--- src/utf8dv_pkg.sv ---
// shared types and constants for the utf-8 stream decoder
`timescale 1ns / 1ps
`default_nettype none
package utf8dv_pkg;

  localparam int unsigned CP_W = 21;

  localparam logic [CP_W-1:0] REPL_CP    = 21'h00FFFD;
  localparam logic [CP_W-1:0] MIN_CP_2B  = 21'h000080;
  localparam logic [CP_W-1:0] MIN_CP_3B  = 21'h000800;
  localparam logic [CP_W-1:0] MIN_CP_4B  = 21'h010000;

  localparam logic [7:0] LEAD_2B_MASK = 8'hE0;
  localparam logic [7:0] LEAD_2B_CODE = 8'hC0;
  localparam logic [7:0] LEAD_3B_MASK = 8'hF0;
  localparam logic [7:0] LEAD_3B_CODE = 8'hE0;
  localparam logic [7:0] LEAD_4B_MASK = 8'hF8;
  localparam logic [7:0] LEAD_4B_CODE = 8'hF0;
  localparam logic [7:0] CONT_MASK    = 8'hC0;
  localparam logic [7:0] CONT_CODE    = 8'h80;

  // one result transfer
  typedef struct packed {
    logic [CP_W-1:0] point;
    logic            has_point;
    logic            is_replacement;
    logic            text_valid;
    logic            last_of_run;
  } result_t;

  // all results caused by one byte, in order
  typedef struct packed {
    logic [1:0] num;
    result_t    res0;
    result_t    res1;
  } result_pair_t;

endpackage
`default_nettype wire

--- src/utf8_stream_decoder_validator_core.sv ---
// top level of the utf-8 stream decoder and validator
// a byte passes from the input register through the combinational decoder into the
// result register, and waits in the input register while the result register cannot take its results
// throughput: one byte per cycle while out_stall is low; a byte with two results holds
// the next byte until both are taken; an empty input register still takes a byte while a finished result waits
// reset: synchronous active-low rst_n empties both registers and restarts the decoder
`timescale 1ns / 1ps
`default_nettype none
module utf8_stream_decoder_validator_core (
  input  wire logic        clk,
  input  wire logic        rst_n,
  // input channel
  input  wire logic        in_valid,
  output logic             in_stall,
  input  wire logic [7:0]  in_byte_value,
  input  wire logic        in_text_start,
  input  wire logic        in_text_end,
  // result channel
  output logic             out_valid,
  input  wire logic        out_stall,
  output logic [20:0]      out_point,
  output logic             out_has_point,
  output logic             out_is_replacement,
  output logic             out_text_valid,
  output logic             out_last_of_run
);
  import utf8dv_pkg::*;

  // input register: one byte waiting for the decoder
  logic       in_vld_r;
  logic [7:0] in_byte_r;
  logic       in_start_r;
  logic       in_end_r;

  logic         buf_free;
  logic         dec_take;
  logic         in_take;
  result_pair_t pair;
  result_t      res;

  // the decoder consumes the held byte once the result register can take its results
  assign dec_take = in_vld_r && buf_free;
  // input register is open when empty or being drained this cycle
  assign in_stall = in_vld_r && !dec_take;
  assign in_take  = in_valid && !in_stall;

  always_ff @(posedge clk) begin
    if (!rst_n) begin
      in_vld_r <= 1'b0;
    end else if (in_take) begin
      in_vld_r <= 1'b1;
    end else if (dec_take) begin
      in_vld_r <= 1'b0;
    end
  end

  // payload needs no reset
  always_ff @(posedge clk) begin
    if (in_take) begin
      in_byte_r  <= in_byte_value;
      in_start_r <= in_text_start;
      in_end_r   <= in_text_end;
    end
  end

  // decoder: sequence state, validity and up to two results per byte
  utf8dv_decode u_decode (
    .clk        (clk),
    .rst_n      (rst_n),
    .take       (dec_take),
    .byte_value (in_byte_r),
    .text_start (in_start_r),
    .text_end   (in_end_r),
    .pair       (pair)
  );

  // result register: loaded with a byte's results, one transfer at a time
  utf8dv_out_buf u_out_buf (
    .clk       (clk),
    .rst_n     (rst_n),
    .load      (dec_take),
    .pair      (pair),
    .free      (buf_free),
    .out_valid (out_valid),
    .out_stall (out_stall),
    .res       (res)
  );

  assign out_point          = res.point;
  assign out_has_point      = res.has_point;
  assign out_is_replacement = res.is_replacement;
  assign out_text_valid     = res.text_valid;
  assign out_last_of_run    = res.last_of_run;

endmodule
`default_nettype wire

--- src/utf8dv_decode.sv ---
// decoder state and per-byte result generation
`timescale 1ns / 1ps
`default_nettype none
module utf8dv_decode (
  input  wire logic                    clk,
  input  wire logic                    rst_n,
  input  wire logic                    take,
  input  wire logic [7:0]              byte_value,
  input  wire logic                    text_start,
  input  wire logic                    text_end,
  output utf8dv_pkg::result_pair_t     pair
);
  import utf8dv_pkg::*;

  logic [CP_W-1:0] acc_r, acc_nxt;
  logic [1:0]      rem_r, rem_nxt;
  logic [2:0]      len_r, len_nxt;
  logic            vld_r, vld_nxt;

  logic [CP_W-1:0] acc_s;
  logic [1:0]      rem_s;
  logic [2:0]      len_s;
  logic            vld_s;

  logic            lead_ascii, lead_bad;
  logic [1:0]      lead_rem;
  logic [CP_W-1:0] lead_acc;
  logic            lead_has_res;
  logic [CP_W-1:0] lead_res_cp;
  logic            is_cont;
  logic [CP_W-1:0] acc_cont;
  logic [1:0]      rem_dec;
  logic            overlong;
  logic            report;
  result_t         r0, r1;
  logic [1:0]      num;

  // lead byte classification
  always_comb begin
    lead_ascii = 1'b0;
    lead_bad   = 1'b0;
    lead_rem   = 2'd0;
    lead_acc   = '0;
    priority if (!byte_value[7]) begin
      lead_ascii = 1'b1;
    end else if ((byte_value & LEAD_2B_MASK) == LEAD_2B_CODE) begin
      lead_rem = 2'd1;
      lead_acc = {{(CP_W-5){1'b0}}, byte_value[4:0]};
    end else if ((byte_value & LEAD_3B_MASK) == LEAD_3B_CODE) begin
      lead_rem = 2'd2;
      lead_acc = {{(CP_W-4){1'b0}}, byte_value[3:0]};
    end else if ((byte_value & LEAD_4B_MASK) == LEAD_4B_CODE) begin
      lead_rem = 2'd3;
      lead_acc = {{(CP_W-3){1'b0}}, byte_value[2:0]};
    end else begin
      lead_bad = 1'b1;
    end
    lead_has_res = lead_ascii | lead_bad;
    lead_res_cp  = lead_ascii ? {{(CP_W-8){1'b0}}, byte_value} : REPL_CP;
  end

  always_comb begin
    acc_s = text_start ? '0   : acc_r;
    rem_s = text_start ? 2'd0 : rem_r;
    len_s = text_start ? 3'd0 : len_r;
    vld_s = text_start ? 1'b1 : vld_r;

    is_cont  = (byte_value & CONT_MASK) == CONT_CODE;
    acc_cont = {acc_s[CP_W-7:0], byte_value[5:0]};
    rem_dec  = rem_s - 2'd1;
    overlong = (len_s >= 3'd2 && acc_cont < MIN_CP_2B) ||
               (len_s >= 3'd3 && acc_cont < MIN_CP_3B) ||
               (len_s >= 3'd4 && acc_cont < MIN_CP_4B);

    acc_nxt = acc_s;
    rem_nxt = rem_s;
    len_nxt = len_s;
    vld_nxt = vld_s;
    r0      = '0;
    r1      = '0;
    num     = 2'd0;

    priority if (rem_s == 2'd0) begin
      // idle: byte opens a new sequence
      acc_nxt = lead_acc;
      rem_nxt = lead_rem;
      len_nxt = {1'b0, lead_rem} + 3'd1;
      vld_nxt = vld_s & ~lead_bad;
      if (lead_has_res) begin
        r0.point          = lead_res_cp;
        r0.has_point      = 1'b1;
        r0.is_replacement = lead_bad;
        num               = 2'd1;
      end
    end else if (!is_cont) begin
      // broken sequence: replacement, then byte again as a lead byte
      acc_nxt           = lead_acc;
      rem_nxt           = lead_rem;
      len_nxt           = {1'b0, lead_rem} + 3'd1;
      vld_nxt           = 1'b0;
      r0.point          = REPL_CP;
      r0.has_point      = 1'b1;
      r0.is_replacement = 1'b1;
      num               = 2'd1;
      if (lead_has_res) begin
        r1.point          = lead_res_cp;
        r1.has_point      = 1'b1;
        r1.is_replacement = lead_bad;
        num               = 2'd2;
      end
    end else begin
      // continuation byte
      acc_nxt = acc_cont;
      rem_nxt = rem_dec;
      if (rem_dec == 2'd0) begin
        acc_nxt           = '0;
        vld_nxt           = vld_s & ~overlong;
        r0.point          = overlong ? REPL_CP : acc_cont;
        r0.has_point      = 1'b1;
        r0.is_replacement = overlong;
        num               = 2'd1;
      end
    end

    // end of text with nothing emitted: bare report
    if (text_end && num == 2'd0) begin
      num = 2'd1;
    end

    report        = vld_nxt & ~(text_end && rem_nxt != 2'd0);
    r0.text_valid = report;
    r1.text_valid = report;
    r0.last_of_run = (num == 2'd1);
    r1.last_of_run = 1'b1;

    pair.num  = num;
    pair.res0 = r0;
    pair.res1 = r1;
  end

  always_ff @(posedge clk) begin
    if (!rst_n) begin
      acc_r <= '0;
      rem_r <= 2'd0;
      len_r <= 3'd0;
      vld_r <= 1'b1;
    end else if (take) begin
      acc_r <= acc_nxt;
      rem_r <= rem_nxt;
      len_r <= len_nxt;
      vld_r <= vld_nxt;
    end
  end

endmodule
`default_nettype wire

--- src/utf8dv_out_buf.sv ---
// two-entry result register that hands out one result per transfer
`timescale 1ns / 1ps
`default_nettype none
module utf8dv_out_buf (
  input  wire logic                    clk,
  input  wire logic                    rst_n,
  input  wire logic                    load,
  input  utf8dv_pkg::result_pair_t     pair,
  output logic                         free,
  output logic                         out_valid,
  input  wire logic                    out_stall,
  output utf8dv_pkg::result_t          res
);
  import utf8dv_pkg::*;

  logic [1:0] cnt_r, cnt_nxt;
  result_t    ent0_r, ent1_r;
  logic       fire;

  assign out_valid = (cnt_r != 2'd0);
  assign fire      = out_valid && !out_stall;
  assign free      = (cnt_r == 2'd0) || (cnt_r == 2'd1 && fire);
  assign res       = ent0_r;

  always_comb begin
    cnt_nxt = cnt_r;
    if (load) begin
      cnt_nxt = pair.num;
    end else if (fire) begin
      cnt_nxt = cnt_r - 2'd1;
    end
  end

  always_ff @(posedge clk) begin
    if (!rst_n) begin
      cnt_r <= 2'd0;
    end else begin
      cnt_r <= cnt_nxt;
    end
  end

  always_ff @(posedge clk) begin
    if (load) begin
      ent0_r <= pair.res0;
      ent1_r <= pair.res1;
    end else if (fire) begin
      ent0_r <= ent1_r;
    end
  end

endmodule
`default_nettype wire

--- config.mk ---
export PLATFORM = sky130hd
export DESIGN_NAME = utf8_stream_decoder_validator_core
export DESIGN_NICKNAME = d
export VERILOG_FILES = /design/src/utf8dv_pkg.sv /design/src/utf8_stream_decoder_validator_core.sv /design/src/utf8dv_decode.sv /design/src/utf8dv_out_buf.sv
export SDC_FILE = /design/constraint.sdc
export NUM_CORES = 1
export LEC_CHECK = 0
export BUFFER_PORTS_ARGS = -buffer_cell sky130_fd_sc_hd__buf_2
export CAP_MARGIN = 10
export CORE_UTILIZATION = 40
export CTS_BUF_LIST = sky130_fd_sc_hd__clkbuf_4
export DETAILED_ROUTE_END_ITERATION = 10
export GPL_TIMING_DRIVEN = 0
export PLACE_DENSITY = 0.7
export SYNTH_ARGS = -nofsm -noshare
export SYNTH_HDL_FRONTEND = slang
export SYNTH_SLANG_ARGS = --single-unit
--- constraint.sdc ---
create_clock -name clk -period 9.45 [get_ports clk]
set_input_delay 2.835 -clock clk [delete_from_list [all_inputs] [get_ports clk]]
set_output_delay 2.835 -clock clk [all_outputs]
set_load 0.02 [all_outputs]
# --- Word-level counts from Yosys, hierarchy flattened ---
# Index checks and enable logic that the tools add are counted.
op_classes:
  reduce_logical: 25
  n_lt_le_gt_ge: 6
  n_eq_ne: 6
  addsub: 3
  n_mux: 45
  n_bitwise: 7
ops:
  columns: ["cell", "count"]
  rows:
  - ["two-way mux 23 bit", 4]
  - ["two-way mux 15 bit", 6]
  - ["two-way mux 25 bit", 2]
  - ["two-way mux 2 bit", 13]
  - ["< comparator 21 x 12 -> 1 bit (second input constant)", 1]
  - ["< comparator 21 x 17 -> 1 bit (second input constant)", 1]
  - ["< comparator 21 x 8 -> 1 bit (second input constant)", 1]
  - ["two-way mux 21 bit", 1]
  - ["two-way mux 16 bit", 1]
  - ["two-way mux 1 bit", 13]
  - ["two-way mux 3 bit", 4]
  - ["logical AND 1 bit", 10]
  - ["zero test 2 bit", 4]
  - ["nonzero test 2 bit", 4]
  - ["greater-or-equal comparator 3 x 2 -> 1 bit (second input constant)", 2]
  - ["equality test 5 bit (second input constant)", 1]
  - ["equality test 2 x 1 -> 1 bit (second input constant)", 2]
  - ["equality test 4 bit (second input constant)", 1]
  - ["two-way mux 4 bit", 1]
  - ["subtractor 2 x 1 -> 2 bit (second input constant)", 2]
  - ["adder 2 x 1 -> 3 bit (second input constant)", 1]
  - ["bitwise AND 1 bit", 3]
  - ["equality test 3 bit (second input constant)", 1]
  - ["greater-or-equal comparator 3 bit (second input constant)", 1]
  - ["other kinds (6)", 12]
totals:
  word_cells: 110
  out_inout_bits: 27
  register_bits: 83
  in_bits: 14

# --- Depth between registers and ports, before layout ---
logic_depth:
  ltp_word: 14
  depth_mapped: 10
  depth_no_buf: 8

# --- Modules after synthesis ---
# A second synthesis with hierarchy kept.
hier_totals:
  cells_unflattened: 337
  hier_area_um2: 3932.5
by_module_without_submodules:
  columns: ["module", "seq_area_each_um2", "cells_each", "n_inst", "area_each_um2"]
  rows:
  - ["utf8dv_out_buf", 1541.5, 97, 1, 1950.6]
  - ["utf8dv_decode", 420.4, 225, 1, 1627.8]
  - ["utf8_stream_decoder_validator_core", 320.3, 15, 1, 354.1]

# --- Worst setup path before layout ---
# OpenSTA, ideal clock, no wires.
synth_timing:
  path_type: "input to output"
  startpoint: "in out_stall"
  endpoint: "out in_stall"
  cell_stages: 2
  path_slack_ns: 3.088
  n_path_buf: 0
  t_required_ns: 6.615
  arrival_ns: 3.527
  cell_sequence: "nor2b_1 > nor3b_1"
synth_via:
  elab_chain_len: 7
synth_rtl:
  columns: ["element", "line", "text"]
  rows:
  - ["start: declaration", "utf8_stream_decoder_validator_core.sv:20", "input wire logic out_stall,"]
  - ["zero test 1 bit", "utf8dv_out_buf.sv:21", "assign fire = out_valid && !out_stall;"]
  - ["logical AND 1 bit", "utf8dv_out_buf.sv:21", null]
  - ["logical AND 1 bit", "utf8dv_out_buf.sv:22", "assign free = (cnt_r == 2'd0) || (cnt_r == 2'd1 && fire);"]
  - ["logical OR 1 bit", "utf8dv_out_buf.sv:22", null]
  - ["logical AND 1 bit", "utf8_stream_decoder_validator_core.sv:42", "assign dec_take = in_vld_r && buf_free;"]
  - ["zero test 1 bit", "utf8_stream_decoder_validator_core.sv:44", "assign in_stall = in_vld_r && !dec_take;"]
  - ["logical AND 1 bit", "utf8_stream_decoder_validator_core.sv:44", null]
  - ["end: declaration", "utf8_stream_decoder_validator_core.sv:14", "output logic in_stall,"]
# No other way between the ends.

# --- Worst setup path after layout ---
# Same ends and word-level chain as after synthesis.

==> flow_summary.json <==
{
  "grt_use_total": 0.175,
  "fin_crit_ps": 6390,
  "setup_tns_ps": 0,
  "critical_path.top_delay_family": "simple AND/OR/NAND/NOR gates",
  "min-delay-start": "u_decode.len_r[0]",
  "insertion_delay_ps": 420,
  "syn_inst": 286,
  "cts_buffers": 9,
  "status": "completed",
  "final-setup-viol-count": 0,
  "cts_tree": "built",
  "drive_gt1_frac": 0.251,
  "cts.path.max_buffers": 2,
  "post-synth-top-count-cell": "edfxtp_1",
  "numPortBuffers": 40,
  "cp_slowest_stage_delay_ps": 310,
  "nFillCells": 719,
  "synth-async-reset-ratio": 0,
  "min_period_over_period": 0.677,
  "first_global_vias": 2297,
  "synth_top_area_share": 0.429,
  "ys_top_cells_by_area": "edfxtp_1 (43%), dfxtp_1 (15%), nor2_1 (4.3%)",
  "hp-class": "reg -> reg",
  "relSlewSlack": 0.511,
  "synth_top_area_cell": "edfxtp_1",
  "antenna_found_initial": 0,
  "reg2reg_to": "u_out_buf.res[1]",
  "dp_hpwl_um": 4810,
  "clk_pin_slew_ps": 100,
  "dieWidth_um": 90.8,
  "synth_ff_type": "edfxtp_1",
  "synth_edf_count": 45,
  "cap_violations": 0,
  "p_leak_uw": 0.00135,
  "critPathMaxFanout": 3,
  "crit_buf_inv": 2,
  "syn_avg_cell_area_um2": 11.0,
  "peakVddDrop_mv": 0.108,
  "ys_seq_elements": 69,
  "ys_top_cells_by_count": "edfxtp_1 (45), nor2_1 (36), a21oi_1 (25)",
  "grt_pass1_wl_um": 11200,
  "coreArea_um2": 7450,
  "final_hold_viol_count": 0,
  "post_cts_buffers": 0,
  "initial_core_util": 0.423,
  "ios": 41,
  "instances_no_fill": 442,
  "pre_cts_ws_ps": 3020,
  "worstPathArrival_ps": 3560,
  "fp-row-count": 31,
  "place_congestion": 0.905,
  "cpMostUsedCell": "buf_2",
  "area_delta_synth_final_pct": 16.9,
  "required_ps": 6620,
  "routedWlPerCell_um": 15.0,
  "reg2reg_from": "in_start_r",
  "tightest_slew_ps": 732,
  "min_to": "u_decode.len_r[0]",
  "endpoint_kind": "output pin",
  "max_freq_ghz": 0.156,
  "clock_skew_ps": 14.6,
  "worstHoldPathCells": 2,
  "syn_nets": 306,
  "path_class": "in -> out",
  "finalMaxSlewViolations": 0,
  "holdWs_ps": 502,
  "cts_root_buf": "clkbuf_4",
  "syn-cell-area_um2": 3150,
  "final_antenna_net_count": 0,
  "die_area_um2": 8240,
  "cp_cell_sequence": "buf_2 -> nor2b_1 -> nor3b_1 -> buf_2",
  "routed_wl_um": 6640,
  "via_count": 2330,
  "cts-resized-gates": 0,
  "rsz0062_at_grt": "no",
  "post-route-drc-count": 0,
  "grt-ovfl-total": 0,
  "setup_slack_ps": 3060,
  "drt-initial-drc-count": 186,
  "regToRegSetupSlack_ps": 6760,
  "chipHeight_um": 90.8,
  "drt_first_pass_iters": 7,
  "synth_cell_type_count": 54,
  "clock-sinks": 69,
  "ys_seq_area_frac": 0.581,
  "rr_worst_depth": 9,
  "fin_nets": 358,
  "power-per-cell-area_nw_per_um2": 220,
  "antenna_cells": 0,
  "start_kind": "input port",
  "hold_buffers": 0,
  "htree_levels": 3,
  "ys_warn_count": 0,
  "crit_slowest_cell": "nor3b_1",
  "dp.cells": 426,
  "grt_max_degree": 20,
  "via_per_inst": 5.27
}
state kept, by name (all words and copies together) (netlist names):
signal            flops
u_decode.acc_r       15
in_start_r            1
u_out_buf.cnt_r       2
u_decode.vld_r        1
u_out_buf.ent1_r     10
u_out_buf.res        25
in_vld_r              1
in_end_r              1
u_decode.len_r        3
u_decode.rem_r        2
in_byte_r             8
metrics by stage:
stage / utilization / instance area (um^2) / total power (uW)
after floorplan: - / 3150 / 516
after global placement: 0.467 / 3470 / 567
after detailed placement: 0.469 / 3490 / 574
after CTS: 0.494 / 3680 / 815
after global routing: 0.494 / 3680 / 848
final: 0.494 / 3680 / 809
how the worst max path moves through the flow:
| stage | start | end | cells after the start |
|---|---|---|---|
| 2_1_floorplan | out_stall | in_stall | 2 |
| 3_3_place_gp | out_stall | in_stall | 4 |
| 3_5_place_dp | out_stall | in_stall | 4 |
| 4_1_cts | out_stall | in_stall | 4 |
| 5_1_grt | out_stall | in_stall | 4 |
| 6_report | out_stall | in_stall | 4 |
power breakdown:
group | total (uW) | switching, uW | internal, uW
Sequential | 383 | 12.3 | 371
Clock | 242 | 107 | 135
Combinational | 184 | 125 | 58.3
Total | 809 | 245 | 564
tightest hold or removal path, delay by kind of cell (launching register included):
family | cells | cell delay [ps]
DFF | 1 | 340
and+or+nand+nor | 1 | 70
AOI/OAI and AO/OA | 1 | 60
cell type report:
type                    instances  area (um^2)  area share
multi-input cells             193         1210       0.329
clock buffers                   9         67.6      0.0183
repair buffers                 41          215      0.0584
inverters                       8         30.0     0.00815
clock inverters                 7          121      0.0330
plain buffers                  16         80.1      0.0217
flip-flops and latches         69         1830       0.497
well taps                      99          124      0.0336
cells in the final DEF, fill, tap and decap left out, types with 3 or more instances in the layout:
cell       instances
clkbuf_1           6
bufinv_16          3
o21ai_0            6
buf_4              3
edfxtp_1          45
buf_2             47
and3_1             3
a22oi_1           13
inv_1              7
nand2_1           20
nor3_1            11
nand3_1            5
dfxtp_1           24
ha_1               6
a21oi_1           25
clkbuf_4           9
nor2_1            36
o21ai_1            9
nor2b_1            7
and2_1             6
o21a_1             5
layer usage:
metal  vias to the layer above  wire (um)  GRT usage
met3                        15        445     0.0345
met2                        93       3150      0.275
met5                         -          0          0
li1                       1151          -          -
met4                         0        197      0.110
met1                      1071       2840      0.221
cell families after synthesis:
| group | share of synthesized area |
|---|---|
| compound gates | 0.182 |
| xor+xnor | 0.00556 |
| fa+ha+maj | 0.0238 |
| buf+inv | 0.0349 |
| flops | 0.581 |
| simple gates | 0.172 |
No activity file was read; power rests on OpenSTA's default activity.
